`src/rtl/dfpa_pkg.sv`:
```
`timescale 1ns / 1ps
package dfpa_pkg;

    localparam int MAX_SCALE = 9;
    localparam int NUM_CELLS = 64;

    localparam logic [2:0] CMD_ADD     = 3'd0;
    localparam logic [2:0] CMD_SUB     = 3'd1;
    localparam logic [2:0] CMD_MUL     = 3'd2;
    localparam logic [2:0] CMD_DIV     = 3'd3;
    localparam logic [2:0] CMD_RESCALE = 3'd4;

    localparam logic [1:0] ST_NONE     = 2'd0;
    localparam logic [1:0] ST_OVERFLOW = 2'd1;
    localparam logic [1:0] ST_SCALE    = 2'd2;
    localparam logic [1:0] ST_DIVZERO  = 2'd3;

    typedef struct packed {
        logic        valid;
        logic        neg;
        logic        rnd;
        logic        bypass;
        logic [1:0]  st;
        logic [63:0] val;
    } t_ctrl;

    typedef struct packed {
        t_ctrl       ctrl;
        logic [63:0] rem;
        logic [63:0] lq;
        logic [63:0] d;
    } t_cell;

    function automatic logic [63:0] pow10(input logic [3:0] n);
        logic [63:0] p;
        case (n)
            4'd0:    p = 64'd1;
            4'd1:    p = 64'd10;
            4'd2:    p = 64'd100;
            4'd3:    p = 64'd1000;
            4'd4:    p = 64'd10000;
            4'd5:    p = 64'd100000;
            4'd6:    p = 64'd1000000;
            4'd7:    p = 64'd10000000;
            4'd8:    p = 64'd100000000;
            4'd9:    p = 64'd1000000000;
            4'd10:   p = 64'd10000000000;
            4'd11:   p = 64'd100000000000;
            4'd12:   p = 64'd1000000000000;
            4'd13:   p = 64'd10000000000000;
            4'd14:   p = 64'd100000000000000;
            default: p = 64'd1000000000000000;
        endcase
        return p;
    endfunction

endpackage

```
`src/rtl/dfpa_cell.sv`:
```
`timescale 1ns / 1ps
module dfpa_cell (
    input  logic            i_clk,
    input  logic            i_rst_n,
    input  logic            i_adv,
    input  dfpa_pkg::t_cell i_cell,
    output dfpa_pkg::t_cell o_cell
);
    import dfpa_pkg::*;

    t_cell       n_cell, r_cell;
    logic [63:0] sh;
    logic        take;

    always_comb begin
        sh     = {i_cell.rem[62:0], i_cell.lq[63]};
        take   = i_cell.rem[63] || (sh >= i_cell.d);
        n_cell = i_cell;
        n_cell.rem = take ? (sh - i_cell.d) : sh;
        n_cell.lq  = {i_cell.lq[62:0], take};
    end

    always_ff @(posedge i_clk) begin
        if (!i_rst_n) begin
            r_cell.ctrl.valid <= 1'b0;
        end else if (i_adv) begin
            r_cell <= n_cell;
        end
    end

    assign o_cell = r_cell;

endmodule

```
`config.mk`:
```
export PLATFORM = sky130hd
export DESIGN_NAME = dfpa_cell
export DESIGN_NICKNAME = d
export VERILOG_FILES = /design/src/rtl/dfpa_pkg.sv /design/src/rtl/dfpa_cell.sv
export SDC_FILE = /design/constraint.sdc
export NUM_CORES = 1
export LEC_CHECK = 0
export BUFFER_PORTS_ARGS = -buffer_cell sky130_fd_sc_hd__buf_2
export CAP_MARGIN = 20
export CORE_AREA = 5 5 204 206
export CTS_CLUSTER_DIAMETER = 50
export DETAILED_ROUTE_END_ITERATION = 8
export DIE_AREA = 0 0 209 211
export GPL_ROUTABILITY_DRIVEN = 0
export SLEW_MARGIN = 10
export SYNTH_ARGS = -nofsm -noshare
export SYNTH_HDL_FRONTEND = slang
export SYNTH_SLANG_ARGS = --single-unit
```
`constraint.sdc`:
```
create_clock -name i_clk -period 8.7 [get_ports i_clk]
set_input_delay 0.435 -clock i_clk [delete_from_list [all_inputs] [get_ports i_clk]]
set_output_delay 0.435 -clock i_clk [all_outputs]
set_load 0.005 [all_outputs]
```
Yosys cells after proc, flatten, opt, wreduce, memory -nomap -nowiden. Index checks and enable logic that the tools add are counted.

Reduce and logical (&&, ||, !) cells: 2. $add $sub $neg: 1. Mux-type cells: 1. Magnitude comparators: 1.

Operators by type and width (count): $ge 64x64->1 (1); $mux 64 (1); $sub 64x64->64 (1); $reduce_and 2->1 (1); $logic_or 1x1->1 (1).

Output and inout port bits: 262. Input bits: 265. Flip-flop bits (word level): 262.

Depth between registers and ports, before layout. Gate-level depths: netlist (run 1).

Depth in word-level cells: 3. Depth in mapped cells: 15.

Least setup slack after synthesis (run 1). Ideal clock, no wire load.

Path kind: input to register. Start: input port i_adv. End: register r_cell (netlist bit o_cell[0]) (enable). Path buffers: 0. Setup slack: 1.714 ns. Arrival: 6.332 ns. Stages: 1. Cell sequence: and2_1.

Word-level cells in the longest chain between the ends: 1.

RTL lines: from (decl) (line dfpa_cell.sv:5) `input logic i_adv,`; $reduce_and 2->1 (no line); to (signal assigned) (line dfpa_cell.sv:27) `r_cell <= n_cell;`; to (decl) (line dfpa_cell.sv:11) `t_cell n_cell, r_cell;`.

No other way between the ends. A chain may end at the register's enable or synchronous reset.

==> results of run 1 <==
-- cells in the mapped netlist (3+ instances only) --
cell      number
edfxtp_1     261
nand2_1      113
inv_1         79
a21oi_1       74
o21ai_1       65
ha_1          64
nor2_1        45
a21o_1        36
o21ai_0       36
xnor2_1       29
xor2_1        28
clkbuf_1      25
nand4_1       22
nand3_1       16
nor3_1        13
o21a_1        12
a31oi_1       11
buf_2          9
nor2b_1        9
o21bai_1       9
a211oi_1       6
and2_1         6
buf_6          6
nand2b_1       6
a211o_1        4
mux2_1         4
o31a_1         4
o31ai_1        4
a31o_2         3
and3_1         3
nor3b_1        3
nor4b_1        3
or2_2          3
or4_1          3
-- layer usage --
metal	share of wire, %	vias to the layer above	track usage (%)	routed length [um]
li1	-	4936	-	-
met1	39	4995	23.8	18000
met2	49	485	33.7	22400
met3	8.7	76	6.39	3950
met4	2.5	16	5.31	1160
met5	0.25	-	0	115
-- worst paths after layout --
| check | cells after the start | to | slack, ns |
|---|---|---|---|
| setup / recovery | 14 | o_cell[151] | 5.12 |
| hold / removal | 1 | o_cell[110] | 0.07 |
| setup reg to reg | 2 | o_cell[261] | 8.07 |
| hold reg to reg | 2 | o_cell[261] | 0.57 |
-- cell type report --
type / count / area, um^2 / area share, %
sequential: 262 / 7860 / 46.4
multi-input combinational: 666 / 4310 / 25.5
timing repair buffer: 531 / 2680 / 15.8
clock buffer: 39 / 912 / 5.39
tap: 525 / 657 / 3.88
inverter: 80 / 300 / 1.77
clock inverter: 24 / 193 / 1.14
antenna: 6 / 15.0 / 0.0887
-- power breakdown --
part | internal [mW] | total, mW | switching (mW)
Clock | 0.800 | 1.38 | 0.576
Sequential | 1.52 | 1.54 | 0.0236
Combinational | 0.256 | 0.629 | 0.373
-- kinds of logic (layout without fill, tap and decap cells) --
family	count (synthesis)	in the layout	synth area share, %
multiplexers	6	6	0.512
buffers and inverters	123	674	4.15
XOR/XNOR	57	57	3.93
other	0	6	0
adder cells (fa/ha/maj)	65	65	6.47
AO/OA/AOI/OAI	287	287	13.9
flip-flops	262	262	61.9
AND/OR/NAND/NOR	251	251	9.19
-- through the flow --
stage          hold WS [ns]  instances  total power [mW]
4_1_cts              0.0324       2127              3.59
2_1_floorplan         0.507       1051              1.93
6_report             0.0669       2133              3.54
3_5_place_dp          0.569       2064              2.20
5_1_grt              0.0296       2128              3.71
3_3_place_gp          0.530       2064              2.19
==> results.cfg, run 1 <==
[cts]
cts.clk_slew.worst_paths_ns = 0.06
clockBufferDepth = 3
cts_tree = done
cts.htree.levels = 2
cts_buffers = 36
post_cts_buffers = 0
post_cts_resized = 0
ctsHoldBuffers = 0
clk_latency_ns = 0.53
cts-root-buf = clkbuf_16
cts.sinks = 262

[finish]
layout_common_cells = buf_2 (526), edfxtp_1 (261), nand2_1 (113)
final_common_cell = buf_2
drive_above_1_share_pct = 37.5
largest_reg_flops = 262
fillerInstances = 3836
fin_area_um2 = 16900
area_delta_synth_final_pct = 33.4
fin_nets = 1907
utilization_pct = 42.9

[sta]
grt_setup_unrepaired = no
fmaxAchievable_mhz = 279
post-route-period-util_pct = 41.2
slew_headroom_pct = 34.7
setup-violations-final = 0
finClkSkew_ns = 0
tns_ns = 0
finalWorstSetupSlack_ns = 5.12
post-route-min-period_ns = 3.58
slew_violations = 0
worst_slew_pin_slew_ns = 0.979
finalHoldViolCount = 0

[setup_path]
crit_type = in2reg
path_max_fanout = 60
crit_buf_inv = 3
slowest_stage = fa_1
crit_top_cell = o21ai_1
cp.arrival_ns = 3.86
path_cells = buf_2, ha_1, fa_1, nand2b_1, a211oi_1, o21ai_1, a211o_1, a31oi_1, o21ai_1, a21oi_2, o31ai_4, buf_4, inv_2, mux2_1
startpoint = i_cell[0]
reg2reg_from = o_cell[261]
crit_path_start_kind = input port
slowest_delay_ns = 0.41
cp_data_required_time_ns = 8.97
path_delay_family = compound AO/OA/AOI/OAI gates
crit_path_end_kind = flip-flop

[logic_synthesis]
synth_cell_type_count = 63
synth_fp_nets = 1381
synth_ff_type = edfxtp_1
synthCells = 1051
synth_top_area_share_pct = 61.7
synth_area_um2 = 12700
synth_edf_count = 261
netlist.top_cell.by_area = edfxtp_1
synth_area_per_cell_um2 = 12.1
synth-seq-cells = 262
yosys-top-cells-area = edfxtp_1 (62%), ha_1 (6.3%), nand2_1 (3.3%)
ys_warn_count = 0
synthArstFlopShare_pct = 0
yosysSeqAreaShare_pct = 61.9

[floorplan]
start_util_pct = 32.2
die_x_um = 209
coreArea_um2 = 39500
die_y_um = 211
dieArea_um2 = 44100
io_pins = 527
rows = 73

[min_path]
holdCritPathClass = in2reg
worstHoldStart = i_cell[109]

[place]
place_area_um2 = 15800
io_buffer_count = 526
dpl.hpwl_um = 36500
dp_worst_setup_slack_ns = 4.59

[drt]
dr.pass1.iters = 5
viasPerCell = 4.93
wl_per_cell_um = 21.4
drt_iter0_drc = 673
drcViolationCount = 0
drt_wl_total_um = 45600
via_count = 10500
ant_nets = 0

[global_route]
grt_pass1_wl_um = 65800
grt_overflow = 0
grt_antenna_before_repair = 12
grt_pass1_vias = 10300
globalRouteTotalUtil_pct = 19.6
grt_start_max_net_pins = 147

[pwr]
vdd.ir_drop.worst_v = 0.000142
leakage_nw = 7.32
powerDensity_nw_per_um2 = 209

[job]
maxCapViolations = 0

[run_status]
run_status = complete, no violations
Power figures use the tool's default switching activity.
==> run 2, diff against run 1 <==
==> constraint.sdc (replaced) <==
create_clock -name i_clk -period 3.74 [get_ports i_clk]
set_input_delay 0.187 -clock i_clk [delete_from_list [all_inputs] [get_ports i_clk]]
set_output_delay 0.187 -clock i_clk [all_outputs]
set_load 0.005 [all_outputs]
==> run 2 against run 1 <==
First-iteration DRC count rose by 32%. Count of clock-buffer cells in the layout rose by 7. Global-route usage rose by 2.3 points. Critical path type unchanged. Largest power group is now the clock network. Via count rose by 11%. Critical endpoint is now o_cell[135]. Highest routed layer unchanged. Critical path depth rose by 2.
==> results.cfg, run 2 (synthesized netlist as in run 1, its figures left out) <==
[sta]
finClkSkew_ns = 0
worst_slew_pin_slew_ns = 0.983
post-route-min-period_ns = 3.62
fmaxAchievable_mhz = 277
slew_headroom_pct = 34.4
tns_ns = 0
grt_setup_unrepaired = no
finalHoldViolCount = 0
setup-violations-final = 0
post-route-period-util_pct = 96.7
slew_violations = 0

[pwr]
total_power_mw = 8.96
leakage_nw = 8.61
pwr-share-comb_pct = 19.6
vdd.ir_drop.worst_v = 0.000337
p_sw_share_pct = 26.8
p_int_mw = 6.56
powerDensity_nw_per_um2 = 450
seqPwrFrac_pct = 40.0
pwr-share-clk_pct = 40.4
switchingPower_mw = 2.40

[finish]
multi_input_comb_area_um2 = 4330
final_common_cell = buf_2
utilization_pct = 50.4
layout_common_cells = buf_2 (526), edfxtp_1 (261), dlygate4sd3_1 (259)
diodes = 0
fin_nets = 2187
area_delta_synth_final_pct = 56.8
fin_area_um2 = 19900
drive_above_1_share_pct = 33.3
largest_reg_flops = 262
register_area_um2 = 7860
layout.cells.non_filler = 2412
fillerInstances = 3499

[floorplan]
dieArea_um2 = 44100
die_y_um = 211
rows = 73
start_util_pct = 32.2
die_x_um = 209
io_pins = 527
coreArea_um2 = 39500

[min_path]
hold_depth = 3
min_to = o_cell[180]
holdCritPathClass = in2reg
worstHoldStart = i_cell[179]

[setup_path]
crit_type = in2reg
path_max_fanout = 43
path_cells = dlygate4sd3_1, buf_2, inv_1, ha_1, fa_1, nand2b_1, a211oi_2, buf_4, o21ai_2, a211o_1, a31oi_2, o21ai_1, a21oi_2, o31ai_4, buf_12, mux2_1
reg2reg_from = o_cell[261]
crit_path_start_kind = input port
r2r_end = o_cell[261]
cp.arrival_ns = 3.91
worst-r2r-cell-count = 3
cp_data_required_time_ns = 4.03
crit_path_end_kind = flip-flop
r2r_setup_slack_ns = 2.52
slowest_delay_ns = 0.54
slowest_stage = dlygate4sd3_1

[drt]
via_count = 11600
drt_iter0_drc = 885
viasPerCell = 4.82
dr.pass1.iters = 5
drt_wl_total_um = 50400
drcViolationCount = 0
wl_per_cell_um = 20.9
ant_nets = 0

[place]
place_inst = 2083
io_buffer_count = 526
place_area_um2 = 16000
dpl.hpwl_um = 37600

[cts]
clockBufferDepth = 3
cts-root-buf = clkbuf_16
cts.sinks = 262
cts_buffers = 38
cts.htree.levels = 2
cts.clk_slew.worst_paths_ns = 0.06
post_cts_buffers = 0
cts_tree = done
clk_latency_ns = 0.55

[global_route]
grt_start_max_net_pins = 68
grt_overflow = 0
grt_pass1_vias = 11900
grt_antenna_before_repair = 2
globalRouteTotalUtil_pct = 21.8
grt_pass1_wl_um = 74700

[run_status]
run_status = complete, no violations

[job]
maxCapViolations = 0
## run 2: cell count changes in the layout (fill, tap and decap cells not counted), moves of 2 or more
cell	delta
bufinv_16	+3
clkinvlp_4	-2
inv_6	+3
clkbuf_1	+4
buf_12	+5
dlygate4sd3_1	+259
buf_4	+14
clkinv_1	-2
clkbuf_16	+3
diode_2	-6
## run 2: worst max-delay path by stage
stage	from	to	depth (start not counted)
2_1_floorplan	i_cell[127]	o_cell[133]	13
3_3_place_gp	i_cell[0]	o_cell[184]	15
3_5_place_dp	i_cell[0]	o_cell[184]	16
4_1_cts	i_cell[0]	o_cell[184]	17
5_1_grt	i_cell[0]	o_cell[184]	17
6_report	i_cell[127]	o_cell[135]	16
## run 2: layout make-up
class | instances | area share (%)
clock buffers | 46 | 5.04
clock inverters | 24 | 1.36
repair buffers | 809 | 27.5
inverters | 80 | 1.51
flip-flops and latches | 262 | 39.5
well taps | 525 | 3.30
multi-input cells | 666 | 21.8
## run 2: timing repair
action	CTS	global route
setup endpoints to repair	0	6
hold endpoints to repair	258	0
resized for setup	0	4
hold buffers	259	0
## run 2: metrics by stage
stage	hold slack [ns]	setup slack, ns
final	0.0906	0.125
after floorplan	0.286	0.781
after global routing	0.0728	0.00108
after CTS	0.0623	0.161
after detailed placement	0.365	0.181
after global placement	0.365	0.264
## run 2: power by group through the flow
stage          registers [mW]  logic (mW)  clock network (mW)
3_5_place_dp             3.64        1.51                   0
3_3_place_gp             3.64        1.49                   0
6_report                 3.59        1.76                3.62
2_1_floorplan            3.68       0.784                   0
5_1_grt                  3.61        1.91                3.82
4_1_cts                  3.58        1.74                3.70
## run 2: metal layers
layer / global-route usage [%] / up-vias / share of wire, %
met2: 38.3 / 542 / 50
met3: 5.27 / 82 / 7.1
met4: 6.53 / 4 / 3.0
met5: 0 / - / 0.058
met1: 26.8 / 5518 / 39
li1: - / 5485 / -
## run 2: critical path: cells and delay by family
| family | cells | cell delay (ns) |
|---|---|---|
| muxes | 1 | 0.35 |
| adders and majority gates | 2 | 0.43 |
| and+or+nand+nor | 1 | 0.22 |
| AOI/OAI and AO/OA | 7 | 1.52 |
| buffers and inverters | 5 | 1.15 |
